`src/hdl/bb3_pkg.sv`:
```
// ----------------------------------------------------------------------------
// bb3_pkg
// Shared types and constants of the 3x3 border-aware box blur.
// ----------------------------------------------------------------------------
package bb3_pkg;

    localparam int SAMPLE_W   = 16;     // sample field width on the ports
    localparam int OUT_POS_W  = 10;     // column and row field width
    localparam int SIDE_W     = 11;     // grid side register width
    localparam int SUM_W      = 20;     // nine samples plus rounding bias
    localparam int IN_DATA_W  = 16;
    localparam int OUT_DATA_W = 40;     // 36 payload bits padded to bytes

    localparam logic [SIDE_W-1:0] SIDE_RESET = SIDE_W'(257);

    typedef logic [SAMPLE_W-1:0] t_sample;

    // result kinds relative to the incoming pixel, in issue order
    typedef enum logic [1:0] {
        RES_UL   = 2'd0,    // pixel above-left
        RES_UP   = 2'd1,    // pixel above, end of row
        RES_LEFT = 2'd2,    // pixel to the left, last row
        RES_SELF = 2'd3     // the pixel itself, end of frame
    } t_res_kind;

    // one classified pixel handed from the front to the back
    typedef struct packed {
        t_sample [8:0]          win;    // index 3*j+i: column c-j, row r-2+i
        logic [OUT_POS_W-1:0]   row;
        logic [OUT_POS_W-1:0]   col;
        logic                   r_ge1;
        logic                   r_ge2;
        logic                   c_ge1;
        logic                   c_ge2;
        logic [3:0]             res;    // results to produce, by t_res_kind
    } t_job;

endpackage

```
`src/hdl/bb3_job_fifo.sv`:
```
// ----------------------------------------------------------------------------
// bb3_job_fifo
// Short queue of classified pixels between the front and the back.
// ----------------------------------------------------------------------------
module bb3_job_fifo #(
    parameter int DEPTH = 4
) (
    input  logic            i_clk,
    input  logic            i_rst_n,
    input  logic            i_valid,
    output logic            o_ready,
    input  bb3_pkg::t_job   i_job,
    output logic            o_valid,
    input  logic            i_ready,
    output bb3_pkg::t_job   o_job
);
    import bb3_pkg::*;

    localparam int AW = (DEPTH > 1) ? $clog2(DEPTH) : 1;
    localparam int CW = $clog2(DEPTH + 1);

    t_job               r_mem [DEPTH];
    logic [AW-1:0]      r_wr_ptr;
    logic [AW-1:0]      r_rd_ptr;
    logic [CW-1:0]      r_count;
    logic               push;
    logic               pop;

    assign o_ready = (r_count != CW'(DEPTH));
    assign o_valid = (r_count != '0);
    assign push    = i_valid && o_ready;
    assign pop     = o_valid && i_ready;
    assign o_job   = r_mem[r_rd_ptr];

    always_ff @(posedge i_clk) begin
        if (!i_rst_n) begin
            r_wr_ptr <= '0;
            r_rd_ptr <= '0;
            r_count  <= '0;
        end else begin
            if (push) begin
                r_wr_ptr <= (r_wr_ptr == AW'(DEPTH - 1)) ? '0 : r_wr_ptr + AW'(1);
            end
            if (pop) begin
                r_rd_ptr <= (r_rd_ptr == AW'(DEPTH - 1)) ? '0 : r_rd_ptr + AW'(1);
            end
            if (push && !pop) begin
                r_count <= r_count + CW'(1);
            end else if (pop && !push) begin
                r_count <= r_count - CW'(1);
            end
        end
    end

    always_ff @(posedge i_clk) begin
        if (push) begin
            r_mem[r_wr_ptr] <= i_job;
        end
    end

endmodule

```
`config.mk`:
```
export PLATFORM = sky130hd
export DESIGN_NAME = bb3_job_fifo
export DESIGN_NICKNAME = d
export VERILOG_FILES = /design/src/hdl/bb3_pkg.sv /design/src/hdl/bb3_job_fifo.sv
export SDC_FILE = /design/constraint.sdc
export NUM_CORES = 1
export LEC_CHECK = 0
export ABC_AREA = 1
export BUFFER_PORTS_ARGS = -buffer_cell sky130_fd_sc_hd__buf_4
export CAP_MARGIN = 20
export CORE_AREA = 2 2 220 222
export CTS_CLUSTER_SIZE = 40
export DETAILED_ROUTE_END_ITERATION = 8
export DIE_AREA = 0 0 222 224
export PLACE_DENSITY_LB_ADDON = 0.1
export SYNTH_ARGS = -nofsm -noshare
export SYNTH_HDL_FRONTEND = slang
export SYNTH_SLANG_ARGS = --single-unit
```
`constraint.sdc`:
```
create_clock -name i_clk -period 23.9 [get_ports i_clk]
set_clock_uncertainty 0.1 [all_clocks]
set_input_delay 2.39 -clock i_clk [delete_from_list [all_inputs] [get_ports i_clk]]
set_output_delay 2.39 -clock i_clk [all_outputs]
set_load 0.005 [all_outputs]
```
==> metrics <==
CTS buffer count=70; Top FF cell, synth=edfxtp_1; TritonCTS clock tree=yes; Max FO, Critical Path=165; final worst slack=17.16 ns; DR WL/cell=21.04 um; input/output buffers=349; RSZ-0062 raised after global routing=false; CP required=21.41 ns; gp weighted congestion=0.7742; Yosys Warn Count=0; Hold Buf Count CTS=0; Power Density=112.9 mW/mm2; Crit Path Class=flop to output pin; R2R depth=6; first-pass GRT wire length=~87000 um; hold endpoint=r_count[0]$_SDFFE_PN0P_; share of post-route cells with drive strength above 1=0.2236; DP Area=0.02886 mm2; Die X=222 um; CTS Buffer Depth=3; Yosys cell types=20; worst vdd ir=0.0001033 V; grt total ovfl=0; setup TNS=0 ns; largest net degree at the start of global routing=166; GRT Overall Usage=0.2276; WL final=~58000 um; Reg2Reg Setup Slack=approximately 20 ns; Synth Register Bits=697; DP Worst Slack=17.76 ns; Multi-input gate area=0.004373 mm2; DR iter-0 viols=1034; Hold Path Depth=2; Final period util=0.2821; Final Util=0.6583; ranking of synthesized cells by area=edfxtp_1 80%, o21ai_0 6.7%, nor2_1 5.2%; Fillers=approximately 3400; Synth-to-Final Area Change=20.61%; Slew @ Worst Pin=1.081 ns; Synth Cell Area=0.02584 mm2; number of synthesized flops with an enable pin=688; Commonest cells post-synth=688 x edfxtp_1, 361 x nor2_1, 345 x o21ai_0, 172 x o22ai_1, 68 x clkbuf_1; Final #Nets=2247; clock root cell=clkbuf_16; asr flop ratio synth=0; LEAKAGE=10.87 nW; later-pin clock latency in the skew report=between 0.5 and 0.6 ns; Critical Path AT=4.25 ns; I/O Pins=350; worst r2r src=r_count[1]$_SDFFE_PN0P_; count leader, synth=edfxtp_1; via count=15500; hpwl dp=31270 um; Seq/Total Area, Yosys=0.8065; Cells after Synth=about 1700; crit start category=flop; Gates resized, CTS repair=0; die extent in y=224 um; die footprint=0.04973 mm2; Min Clock Period, post-route=6.742 ns; Post-CTS Setup Bufs=0; final slew viol count=0; Clock Pin Slew Worst Setup and Hold Paths=0.06 ns; vias in the first global route=14870; Yosys top cell by area=edfxtp_1; initial antenna violation count=5; R2R Path End=r_mem[3][53]$_DFFE_PP_; crit end category=output pin; Storage cell area=0.02085 mm2; Row Count=80; setup violators final=0; Max Cap Violations=0; final instance area=around 0.031 mm2; Hold Path Class=flop to flop; Synthesized Nets=1916; H-tree levels=3; status=finished clean; hold_sp=r_count[0]$_SDFFE_PN0P_; drt first pass iters=5; post-synth top area share=0.7995; Tot Pwr=approximately 3.5 mW; f_max=148.3 MHz; Worst slew margin=0.2795; Core ar.=0.04735 mm2; Fin. Hold Viols=0; post-route ant nets=0; Remaining DRCs=0; Initial Util=0.5458; mean area per synthesized cell=14.91 um2; Via-to-Cell Ratio=5.660; CTS Sinks=697
per-stage QoR:
step	hold WS, ns	std cells
floorplan	0.3801	1733
global placement	0.3987	2607
detailed placement	0.4118	2607
CTS	0.4192	2735
global route	0.4506	2737
finish	0.4146	2738
sequential cells by signal, summed over array words and instances, names as in the netlist, named ones only:
register,cells
r_wr_ptr,2
r_count,3
r_mem,688
r_rd_ptr,2
kinds of logic (layout without fill, tap and decap cells):
family | count (synthesis) | count (layout) | synth area share
and+or+nand+nor | 379 | 379 | 0.05534
buffers and inverters | 130 | 517 | 0.02547
other | 0 | 3 | 0
adders and majority gates | 7 | 7 | 0.003680
DFF | 697 | 697 | 0.8065
AOI/OAI and AO/OA | 520 | 520 | 0.1090
placed cells by master, fill, tap and decap left out:
cell	count
nand4_1	1
inv_4	1
nor2_4	4
clkinv_1	17
nand2_1	15
ha_1	6
inv_8	1
diode_2	3
dfxtp_4	2
fa_1	1
o21ai_1	1
clkbuf_1	17
inv_1	15
bufinv_16	8
clkinv_8	1
nor2_1	357
clkinv_2	8
nand3b_1	1
clkinv_4	1
inv_6	2
nand3_1	1
o21ai_0	345
edfxtp_1	688
clkbuf_16	74
a21oi_1	2
buf_4	372
dfxtp_1	7
o22ai_1	172
worst max-delay path: stages, from the launching register on:
cell and delay, ns:
dfxtp_4 0.56, inv_8 0.64, buf_4 0.77, buf_4 0.80, o21ai_0 0.17, o22ai_1 0.25, buf_4 0.17
per-layer routing:
layer / track usage / part of all wire
met2: 0.3568 / 0.48
met3: 0.06847 / 0.077
met5: 0 / 0.00052
met4: 0.07171 / 0.025
met1: 0.3095 / 0.42
power breakdown:
part | internal [mW] | switching (mW)
sequential | 1.49 | 0.0537
clock | 0.653 | 0.440
combinational | 0.358 | 0.526
total | 2.50 | 1.02
final cells by class:
type	instances	area share
diodes	3	0.0002409
clock buffers	91	0.06146
clock inverters	37	0.01241
inverters	17	0.002369
multi-input cells	906	0.1403
flip-flops and latches	697	0.6689
well taps	615	0.02469
repair buffers	372	0.08961
how the worst max path moves through the flow:
| stage | startpoint | end | slack, ns |
|---|---|---|---|
| 4_1_cts | flop | o_job[86] | 17.13 |
| 3_5_place_dp | flop | o_job[131] | 17.76 |
| 6_report | flop | o_job[131] | 17.16 |
| 2_1_floorplan | i_valid | r_mem[0][0]$_DFFE_PP_ | 13.42 |
| 5_1_grt | flop | o_job[163] | 16.82 |
| 3_3_place_gp | flop | o_job[124] | 17.84 |
(Power assumes the default switching activity.)
