==> src/hdl/bb3_pkg.sv <==
// ----------------------------------------------------------------------------
// bb3_pkg
// Shared types and constants of the 3x3 border-aware box blur.
// ----------------------------------------------------------------------------
package bb3_pkg;

    localparam int SAMPLE_W   = 16;     // sample field width on the ports
    localparam int OUT_POS_W  = 10;     // column and row field width
    localparam int SIDE_W     = 11;     // grid side register width
    localparam int SUM_W      = 20;     // nine samples plus rounding bias
    localparam int IN_DATA_W  = 16;
    localparam int OUT_DATA_W = 40;     // 36 payload bits padded to bytes

    localparam logic [SIDE_W-1:0] SIDE_RESET = SIDE_W'(257);

    typedef logic [SAMPLE_W-1:0] t_sample;

    // result kinds relative to the incoming pixel, in issue order
    typedef enum logic [1:0] {
        RES_UL   = 2'd0,    // pixel above-left
        RES_UP   = 2'd1,    // pixel above, end of row
        RES_LEFT = 2'd2,    // pixel to the left, last row
        RES_SELF = 2'd3     // the pixel itself, end of frame
    } t_res_kind;

    // one classified pixel handed from the front to the back
    typedef struct packed {
        t_sample [8:0]          win;    // index 3*j+i: column c-j, row r-2+i
        logic [OUT_POS_W-1:0]   row;
        logic [OUT_POS_W-1:0]   col;
        logic                   r_ge1;
        logic                   r_ge2;
        logic                   c_ge1;
        logic                   c_ge2;
        logic [3:0]             res;    // results to produce, by t_res_kind
    } t_job;

endpackage

==> src/hdl/bb3_back.sv <==
// ----------------------------------------------------------------------------
// bb3_back
// Issues job results one per cycle unless stalled: border-masked window sum,
// reciprocal multiply for the rounded mean, then the output register.
// ----------------------------------------------------------------------------
module bb3_back (
    input  logic                            i_clk,
    input  logic                            i_rst_n,
    input  logic                            i_job_valid,
    output logic                            o_job_ready,
    input  bb3_pkg::t_job                   i_job,
    output logic                            o_valid,
    input  logic                            i_ready,
    output logic [bb3_pkg::SAMPLE_W-1:0]    o_height,
    output logic [bb3_pkg::OUT_POS_W-1:0]   o_col,
    output logic [bb3_pkg::OUT_POS_W-1:0]   o_row,
    output logic                            o_last,
    output logic                            o_done
);
    import bb3_pkg::*;

    localparam int MUL_W  = 21;
    localparam int PROD_W = SUM_W + MUL_W;
    localparam int COL_W  = SAMPLE_W + 2;

    typedef enum logic [2:0] {
        DIV1 = 3'd0,
        DIV2 = 3'd1,
        DIV3 = 3'd2,
        DIV4 = 3'd3,
        DIV6 = 3'd4,
        DIV9 = 3'd5
    } t_div;

    logic [3:0]             r_issued;
    logic                   r_p1_valid;
    logic [SUM_W-1:0]       r_p1_sum;
    t_div                   r_p1_div;
    logic [OUT_POS_W-1:0]   r_p1_col;
    logic [OUT_POS_W-1:0]   r_p1_row;
    logic                   r_p1_last;
    logic                   r_p1_done;
    logic                   r_out_valid;
    logic [SAMPLE_W-1:0]    r_out_height;
    logic [OUT_POS_W-1:0]   r_out_col;
    logic [OUT_POS_W-1:0]   r_out_row;
    logic                   r_out_last;
    logic                   r_out_done;

    logic [3:0]             rem;
    t_res_kind              kind;
    logic                   last;
    logic                   issue;
    logic                   p1_ready;
    logic                   out_free;
    logic [2:0]             cm;
    logic [2:0]             rm;
    logic [COL_W-1:0]       col_sum [3];
    logic [SUM_W-1:0]       total;
    logic [1:0]             ncol;
    logic [1:0]             nrow;
    t_div                   div;
    logic [2:0]             bias;
    logic [PROD_W-1:0]      mconst;
    logic [PROD_W-1:0]      prod;
    logic [SAMPLE_W-1:0]    mean;

    assign out_free    = !r_out_valid || i_ready;
    assign p1_ready    = !r_p1_valid || out_free;
    assign issue       = i_job_valid && p1_ready;
    assign o_job_ready = issue && last;

    // next result of the head job, in fixed order
    always_comb begin
        rem = i_job.res & ~r_issued;
        if (rem[RES_UL]) begin
            kind = RES_UL;
            last = (rem[3:1] == '0);
        end else if (rem[RES_UP]) begin
            kind = RES_UP;
            last = (rem[3:2] == '0);
        end else if (rem[RES_LEFT]) begin
            kind = RES_LEFT;
            last = !rem[RES_SELF];
        end else begin
            kind = RES_SELF;
            last = 1'b1;
        end
    end

    // in-grid part of the window around the chosen pixel
    always_comb begin
        cm[0] = 1'b1;
        cm[1] = i_job.c_ge1;
        cm[2] = i_job.c_ge2 && ((kind == RES_UL) || (kind == RES_LEFT));
        rm[2] = 1'b1;
        rm[1] = i_job.r_ge1;
        rm[0] = i_job.r_ge2 && ((kind == RES_UL) || (kind == RES_UP));
        for (int j = 0; j < 3; j++) begin
            col_sum[j] = (rm[0] ? COL_W'(i_job.win[3*j])     : '0)
                       + (rm[1] ? COL_W'(i_job.win[3*j + 1]) : '0)
                       + (rm[2] ? COL_W'(i_job.win[3*j + 2]) : '0);
        end
        total = (cm[0] ? SUM_W'(col_sum[0]) : '0)
              + (cm[1] ? SUM_W'(col_sum[1]) : '0)
              + (cm[2] ? SUM_W'(col_sum[2]) : '0);
        ncol = 2'd1 + {1'b0, cm[1]} + {1'b0, cm[2]};
        nrow = 2'd1 + {1'b0, rm[1]} + {1'b0, rm[0]};
        case ({ncol, nrow})
            4'b0101: begin div = DIV1; bias = 3'd0; end
            4'b0110,
            4'b1001: begin div = DIV2; bias = 3'd1; end
            4'b0111,
            4'b1101: begin div = DIV3; bias = 3'd1; end
            4'b1010: begin div = DIV4; bias = 3'd2; end
            4'b1011,
            4'b1110: begin div = DIV6; bias = 3'd3; end
            4'b1111: begin div = DIV9; bias = 3'd4; end
            default: begin div = DIV1; bias = 3'd0; end
        endcase
    end

    // quotient by reciprocal, exact for sums below 2^20
    always_comb begin
        case (r_p1_div)
            DIV3:    mconst = PROD_W'(699051);
            DIV6:    mconst = PROD_W'(1398102);
            DIV9:    mconst = PROD_W'(1864136);
            default: mconst = PROD_W'(1);
        endcase
        prod = PROD_W'(r_p1_sum) * mconst;
        case (r_p1_div)
            DIV1:    mean = prod[15:0];
            DIV2:    mean = prod[16:1];
            DIV4:    mean = prod[17:2];
            DIV3:    mean = prod[36:21];
            DIV6:    mean = prod[38:23];
            DIV9:    mean = prod[39:24];
            default: mean = prod[15:0];
        endcase
    end

    always_ff @(posedge i_clk) begin
        if (!i_rst_n) begin
            r_issued    <= '0;
            r_p1_valid  <= 1'b0;
            r_out_valid <= 1'b0;
        end else begin
            if (issue) begin
                r_issued <= last ? '0 : (r_issued | (4'b0001 << kind));
            end
            if (p1_ready) begin
                r_p1_valid <= issue;
            end
            if (out_free) begin
                r_out_valid <= r_p1_valid;
            end
        end
    end

    always_ff @(posedge i_clk) begin
        if (issue && p1_ready) begin
            r_p1_sum  <= total + SUM_W'(bias);
            r_p1_div  <= div;
            r_p1_col  <= ((kind == RES_UL) || (kind == RES_LEFT)) ?
                         i_job.col - OUT_POS_W'(1) : i_job.col;
            r_p1_row  <= ((kind == RES_UL) || (kind == RES_UP)) ?
                         i_job.row - OUT_POS_W'(1) : i_job.row;
            r_p1_last <= last;
            r_p1_done <= (kind == RES_SELF);
        end
        if (r_p1_valid && out_free) begin
            r_out_height <= mean;
            r_out_col    <= r_p1_col;
            r_out_row    <= r_p1_row;
            r_out_last   <= r_p1_last;
            r_out_done   <= r_p1_done;
        end
    end

    assign o_valid  = r_out_valid;
    assign o_height = r_out_height;
    assign o_col    = r_out_col;
    assign o_row    = r_out_row;
    assign o_last   = r_out_last;
    assign o_done   = r_out_done;

endmodule

==> config.mk <==
export PLATFORM = sky130hd
export DESIGN_NAME = bb3_back
export DESIGN_NICKNAME = d
export VERILOG_FILES = /design/src/hdl/bb3_pkg.sv /design/src/hdl/bb3_back.sv
export SDC_FILE = /design/constraint.sdc
export NUM_CORES = 1
export LEC_CHECK = 0
export BUFFER_PORTS_ARGS = -buffer_cell sky130_fd_sc_hd__buf_2
export CORE_MARGIN = 3
export CORE_UTILIZATION = 62
export DETAILED_ROUTE_END_ITERATION = 8
export PLACE_DENSITY_LB_ADDON = 0.08
export RECOVER_POWER = 50
export SETUP_SLACK_MARGIN = 0.4
export SLEW_MARGIN = 30
export SYNTH_ARGS = -nofsm -noshare
export SYNTH_HDL_FRONTEND = slang
export SYNTH_SLANG_ARGS = --single-unit
export TNS_END_PERCENT = 50
==> constraint.sdc <==
create_clock -name i_clk -period 11.5 [get_ports i_clk]
set_input_delay 2.3 -clock i_clk [delete_from_list [all_inputs] [get_ports i_clk]]
set_output_delay 2.3 -clock i_clk [all_outputs]
set_load 0.02 [all_outputs]
==> summary by stage, run 1 <==
Status
The flow ran to the end, but the final reports show violations. The checks that failed: max-capacitance violations, max-slew violations.

Routing
The final wirelength is 51.13 mm. Dividing the detail-routed wire length by the instance count gives 19.10 um. The average vias per placed instance is roughly 5.6. The antenna violation net count after detailed routing is 0. The vias after detailed routing is 15000. The pre-antenna-repair detailed-routing pass consisted of 5 iterations. In this run, the number of DRC markers left after iteration 0 of detailed routing was 1048. After detailed routing, the number of remaining DRC violations is 0.

Floorplanning
For this configuration, the core starts out at a cell density of 0.6336. The I/O pin count is 216. The floorplan step set the die width to 183.5 um. The row count is 64.

From bottom edge to top edge, the die measures 183.5 um. The area of the core region is 0.03083 mm^2. The die covers 0.03367 mm^2.

Setup path
At the worst endpoint, the required time is 11600 ps. The slowest stage of the critical path belongs to the cell sky130_fd_sc_hd__fa_1. The data arrival time of the critical path is 9840 ps.

The classification of the worst setup path is register to register. The peak fanout along the critical path is 33. The nature of the critical path startpoint is a register. The worst stage delay on the critical path is 560 ps. The cell that appears most often on the critical path is sky130_fd_sc_hd__fa_1. The endpoint type of the worst setup path is a register.

Flow run
The number of max-capacitance violations reported is 1.

STA
Timing would allow up to between 0.1 and 0.15 GHz. The headroom to the max-slew limit is -0.7665. Setup repair after global routing left no endpoint under its margin. Clock skew on the completed layout was measured at 16.54 ps.

The max-slew violation total from the final report was 51. The slew at the pin closest to its max-slew limit is 2650 ps. The final setup violation count is 0. The minimum clock period after layout is 9742 ps. Dividing the final minimum period by the clock period gives 0.8471. The final sum of negative setup slack is 0 ps.

The hold violation total from the final report is 0.

GRT
The global-route wire length before repair is 81.35 mm. The pin count of the biggest net entering global routing is 54. Across every metal layer, demand over resource in global routing totals 0.3102. The number of global-route vias before repair was 15920.

The number of antenna violations at the first check in global routing came to 0. After global routing the overflow that remains totals 0.

Yosys
The share of synthesized area in the top cell type comes to 0.3290. Summed over all instances, the cell type with the most area after synthesis is sky130_fd_sc_hd__fa_1. By area the synthesized netlist is led by sky130_fd_sc_hd__fa_1 (33%), sky130_fd_sc_hd__ha_1 (15%), sky130_fd_sc_hd__edfxtp_1 (13%).

In this run, synthesis inferred 83 flip-flops with an integrated enable. For this run, asynchronously set or reset flops after synthesis account for 0. For this run, the register share of the synthesized area comes to 0.1337. The count of different cell masters after synthesis is 79. The number of nets in the synthesized netlist is 2831. A synthesized cell averages ~9.3 um^2. The commonest register cell after synthesis is sky130_fd_sc_hd__edfxtp_1.

The number of flip-flops and latches in the synthesized netlist is 89. The gate count after technology mapping is 2095. The cell area after technology mapping is approximately 0.020 mm^2. During synthesis, Yosys emitted a total of 0 warnings.

Cells and area
The area added between synthesis and finish is 8.877%. The ratio of cells with drive above 1 in the final layout is 0.1118. The most common cell after layout, fill and taps aside is sky130_fd_sc_hd__inv_1.

Leaving out fill and tap cells, the most frequent cells in the layout are sky130_fd_sc_hd__inv_1 (428), sky130_fd_sc_hd__fa_1 (321), sky130_fd_sc_hd__ha_1 (239). The final layout net count is 3011.

Clock network
The hold buffer count at CTS is 0. The post-CTS resize count is 0. Clock-pin slew was measured on the worst setup and hold paths at around 80 ps. The number of clock buffers added by TritonCTS is 9.

The clock tree from TritonCTS is built. The post-CTS setup repair buffer count is 0. The clock sink total is 89.

The root buffer cell chosen for the clock tree is sky130_fd_sc_hd__clkbuf_16. The H-tree was split into 3 levels. The largest buffer count on any clock path is 2.

The later-pin clock latency in the skew report is 370 ps.

Placed design
Buffers placed on the I/O ports in this run total roughly 220. The detailed placer's ending HPWL is 44.95 mm. Routability-driven placement finished with a final weighted congestion of 1.017.

Worst hold path
The tightest min-delay check is of the register to register type.
## through the flow
stage / instances / worst slack (ps) / utilization / hold slack [ps] / area (um^2)
6_report: 2677 / 1758 / 0.6899 / 411.6 / 21270
5_1_grt: 2676 / 1322 / 0.6898 / 425.5 / 21270
4_1_cts: 2675 / 1896 / 0.6914 / 418.9 / 21310
3_5_place_dp: 2659 / 1935 / 0.6814 / 404.5 / 21010
3_3_place_gp: 2658 / 1865 / 0.6805 / 400.5 / 20980
2_1_floorplan: 2095 / 2839 / - / 400.3 / 19540
## cells in the mapped netlist, types with 6 or more instances
cell type	n
sky130_fd_sc_hd__a221oi_1	7
sky130_fd_sc_hd__nor3_1	32
sky130_fd_sc_hd__clkbuf_1	50
sky130_fd_sc_hd__inv_1	428
sky130_fd_sc_hd__dfxtp_1	6
sky130_fd_sc_hd__o21ai_0	50
sky130_fd_sc_hd__nor2b_1	33
sky130_fd_sc_hd__edfxtp_1	83
sky130_fd_sc_hd__nor3b_1	7
sky130_fd_sc_hd__o21bai_1	12
sky130_fd_sc_hd__o22ai_1	14
sky130_fd_sc_hd__and2_1	59
sky130_fd_sc_hd__nor2_1	124
sky130_fd_sc_hd__and3_1	61
sky130_fd_sc_hd__or2_2	6
sky130_fd_sc_hd__ha_1	239
sky130_fd_sc_hd__xor2_1	37
sky130_fd_sc_hd__a21o_1	26
sky130_fd_sc_hd__a21oi_1	109
sky130_fd_sc_hd__nand3_1	24
sky130_fd_sc_hd__o211ai_1	7
sky130_fd_sc_hd__mux2i_1	6
sky130_fd_sc_hd__a211oi_1	10
sky130_fd_sc_hd__a31oi_1	10
sky130_fd_sc_hd__o31ai_1	6
sky130_fd_sc_hd__xnor2_1	67
sky130_fd_sc_hd__o21a_1	7
sky130_fd_sc_hd__fa_1	321
sky130_fd_sc_hd__nor4_1	6
sky130_fd_sc_hd__nand2b_1	10
sky130_fd_sc_hd__nand2_1	156
## layout make-up
class                      instances  area (um^2)
multi-input combinational       1519        15110
tap                              396        495.5
antenna                            1        2.502
fill                            2438         9560
sequential                        89         2613
clock inverter                     7        81.33
timing repair buffer             226         1131
inverter                         430         1614
clock buffer                       9        225.2
## flip-flops by register name (all words and copies together) (netlist names), 3 cells and up
name,count
r_p1_sum,20
o_height,16
o_col,10
o_row,10
r_p1_col,10
r_p1_row,10
r_issued,4
r_p1_div,3
## routing by layer
| layer | global-route usage | vias to the layer above | wire length (um) |
|---|---|---|---|
| li1 | - | 7129 | - |
| met5 | 0 | - | 0 |
| met1 | 0.3983 | 7243 | 20900 |
| met3 | 0.04788 | 84 | 3259 |
| met4 | 0.1143 | 0 | 1787 |
| met2 | 0.5357 | 543 | 25180 |
## critical path: cells and delay by family, from the launching register on
kind / cells / cell delay (ps)
compound gates: 6 / 1600
xor+xnor: 1 / 160
fa+ha+maj: 8 / 3580
buf+inv: 7 / 1320
flops: 1 / 410
simple gates: 10 / 2380
## logic make-up after synthesis
group                    share of synthesized area
AO/OA/AOI/OAI                               0.1019
XOR/XNOR                                   0.04663
adder cells (fa/ha/maj)                     0.4825
buffers and inverters                      0.09377
flip-flops                                  0.1337
multiplexers                              0.005380
AND/OR/NAND/NOR                             0.1360
## final timing paths
kind / slack (ps) / endpoint / depth (start not counted) / start
max: 1760 / o_height[14] / 32 / r_p1_div[1]
min: 410 / o_col[1] / 0 / r_p1_col[1]
max reg2reg: 1760 / o_height[14] / 32 / r_p1_div[1]
min reg2reg: 410 / o_col[1] / 0 / r_p1_col[1]
Power of run 1 is left out: the tool's default activity adds up to more than one toggle a clock period on the data nets, which glitch-free logic cannot reach.
==> inputs of run 2 (changes only) <==
Clock period 11.5 ns to 9 ns, I/O delays scaled along.
==> summary by stage, run 2 (synthesis results as in run 1) <==
Status
Outcome: finished with violations (unchanged). Violations in the final reports: max-capacitance violations, max-slew violations (unchanged).

Clock network
The deepest level of the CTS H-tree was 3 (unchanged). The clock sink total is 89 (unchanged). The clock root buffer is sky130_fd_sc_hd__clkbuf_16 (unchanged).

The TritonCTS buffer count is 9 (unchanged). The clock transition at the registers of the reported paths is 90 ps (was 80 ps). The clock tree from TritonCTS was built (unchanged). The later-pin clock latency in the skew report is 370 ps (about the same). The largest buffer count on any clock path is 2 (unchanged).

Setup path
The critical-path cell with the highest stage delay is sky130_fd_sc_hd__fa_1 (unchanged). The nature of the critical path startpoint was a register (unchanged). The path depth of the worst reg2reg path is 28 (was 32).

The peak fanout along the critical path is 21 (was 33). The classification of the worst setup path is register to register (unchanged). The worst reg-to-reg setup slack was 710 ps (was 1760 ps).

The data arrival time of the critical path is 8370 ps (was 9840 ps). The end of the worst register-to-register path is o_height[13] (was o_height[14]). The data required time at the worst endpoint is 9090 ps (was 11600 ps).

The cell type with the highest occurrence count on the critical path is sky130_fd_sc_hd__fa_1 (unchanged). The worst stage delay on the critical path is 650 ps (was 560 ps). The startpoint of the worst-slack reg-to-reg timing path is r_p1_div[1] (unchanged). The endpoint type of the worst setup path is a register (unchanged).

STA
The max-slew violation total from the final report is 72 (was 51). The final setup violation count is 0 (unchanged). The final sum of negative setup slack was 0 ps (unchanged).

The slew at the pin closest to its max-slew limit came to 2682 ps (was 2650 ps). The headroom to the max-slew limit was -0.7883 (was -0.7665). Unrepaired setup endpoints after global routing: no (unchanged).

The hold violation total from the final report was 0 (unchanged). The minimum clock period after layout is 8286 ps (was 9742 ps). The final cycle utilization of the critical path is 0.9206 (was 0.8471). The timing-limited maximum frequency was 0.1207 GHz (was 0.1027 GHz).

The worst setup skew after layout is 22.53 ps (was 16.54 ps).

Worst hold path
The number of cells on the worst hold path is 0 (unchanged). The hold-critical path endpoint is o_row[9] (was o_col[1]). The worst min-delay path startpoint is r_p1_row[9] (was r_p1_col[1]). The path class of the lowest-slack min-delay path is register to register (unchanged).

Routing
The final wirelength was 52.35 mm (was 51.13 mm). The antenna violation net count after detailed routing is 0 (unchanged). The vias after detailed routing is 15360 (was 15000). The final routed DRC violation total is 0 (unchanged).

The violation count after the first detailed-routing iteration came to 1046 (was 1048). The first-pass iteration count of the detailed router is 6 (was 5). The mean routed wirelength per cell came to 19.36 um (was 19.10 um). The average vias per placed instance came to 5.681 (was 5.603).

Cells and area
The ratio of cells with drive above 1 in the final layout was 0.1213 (was 0.1118). The area added between synthesis and finish is 10.80% (was 8.877%). The number of inserted diodes is 0 (was 1).

The number of flip-flops under the largest register name is 20 (unchanged). The most common cell after layout, fill and taps aside is sky130_fd_sc_hd__inv_1 (unchanged). The final layout net count is 3039 (was 3011). The top register by number of flip-flops is r_p1_sum (unchanged). Commonest non-fill, non-tap cells in the layout: sky130_fd_sc_hd__inv_1 (428), sky130_fd_sc_hd__fa_1 (321), sky130_fd_sc_hd__ha_1 (238) (was sky130_fd_sc_hd__inv_1 (428), sky130_fd_sc_hd__fa_1 (321), sky130_fd_sc_hd__ha_1 (239)).

Placed design
The detailed placer's ending HPWL is 45.75 mm (was 44.95 mm). The number of buffer cells added on primary ports is 215 (unchanged). The global placement routability congestion is 0.9528 (was 1.017).

Flow run
The number of max-capacitance violations reported is 2 (was 1).

Floorplanning
The chip height is 183.5 um (unchanged). The row count is 64 (unchanged). The I/O pin count came to 216 (unchanged). The die footprint is 0.03367 mm^2 (unchanged). The area of the core region is 0.03083 mm^2 (unchanged). The chip width is 183.5 um (unchanged). The starting utilization of the core area is 0.6336 (unchanged).

GRT
The pin count of the biggest net entering global routing is 50 (was 54). The global-route wire length before repair is 82.86 mm (was 81.35 mm). The number of antenna violations at the first check in global routing is 3 (was 0). The all-layer global routing usage is 0.3160 (was 0.3102). The final global-route overflow total was 0 (unchanged).

The number of global-route vias before repair is 16020 (was 15920).
[run 2: layout make-up]
cell class	count	area [um^2]
clock buffers	9	225.2
clock inverters	7	81.33
fillers	2491	9185
inverters	430	1617
multi-input cells	1519	15250
flip-flops and latches	89	2613
well taps	396	495.5
repair buffers	254	1366
[run 2: layer usage]
| metal | vias up | global-route usage | wire length [um] |
|---|---|---|---|
| li1 | 7175 | - | - |
| met1 | 7472 | 0.4150 | 21470 |
| met2 | 611 | 0.5489 | 25710 |
| met4 | 6 | 0.08775 | 1571 |
| met5 | - | 0 | 29 |
| met3 | 98 | 0.04986 | 3571 |
[run 2: through the flow]
stage                     hold WS [ps]  worst slack [ps]  utilization  area (um^2)  instances
after floorplan                  400.3             839.3            -        19540       2095
after global placement           400.5             389.1       0.6876        21200       2684
after detailed placement         404.5             105.2       0.6885        21230       2685
after CTS                        407.8             451.3       0.6984        21530       2701
after global routing             421.5             305.0       0.7021        21640       2704
final                            412.1             714.3       0.7021        21640       2704
[run 2: worst max path at each step]
stage	from	to	slack [ps]	cells after the start
after floorplan	i_job[0]	r_p1_sum[18]	840	26
after global placement	i_job[0]	r_p1_sum[18]	390	25
after detailed placement	i_job[0]	r_p1_sum[19]	110	27
after CTS	i_job[0]	r_p1_sum[19]	450	27
after global routing	i_job[1]	r_p1_sum[19]	300	27
final	r_p1_div[1]	o_height[13]	710	28
[run 2: timing repair]
item	4_1_cts	5_1_grt
hold buffers	0	0
endpoints found under the setup margin	0	19
buffers inserted	0	3
resized for setup	0	29
[run 2: critical path, delay by kind of cell, from the launching register on]
family	cells	cell delay [ps]
compound gates	6	1440
simple gates	6	1050
xor+xnor	1	160
buf+inv	7	830
fa+ha+maj	8	4020
flops	1	490
Power of run 2 is left out for the same reason.
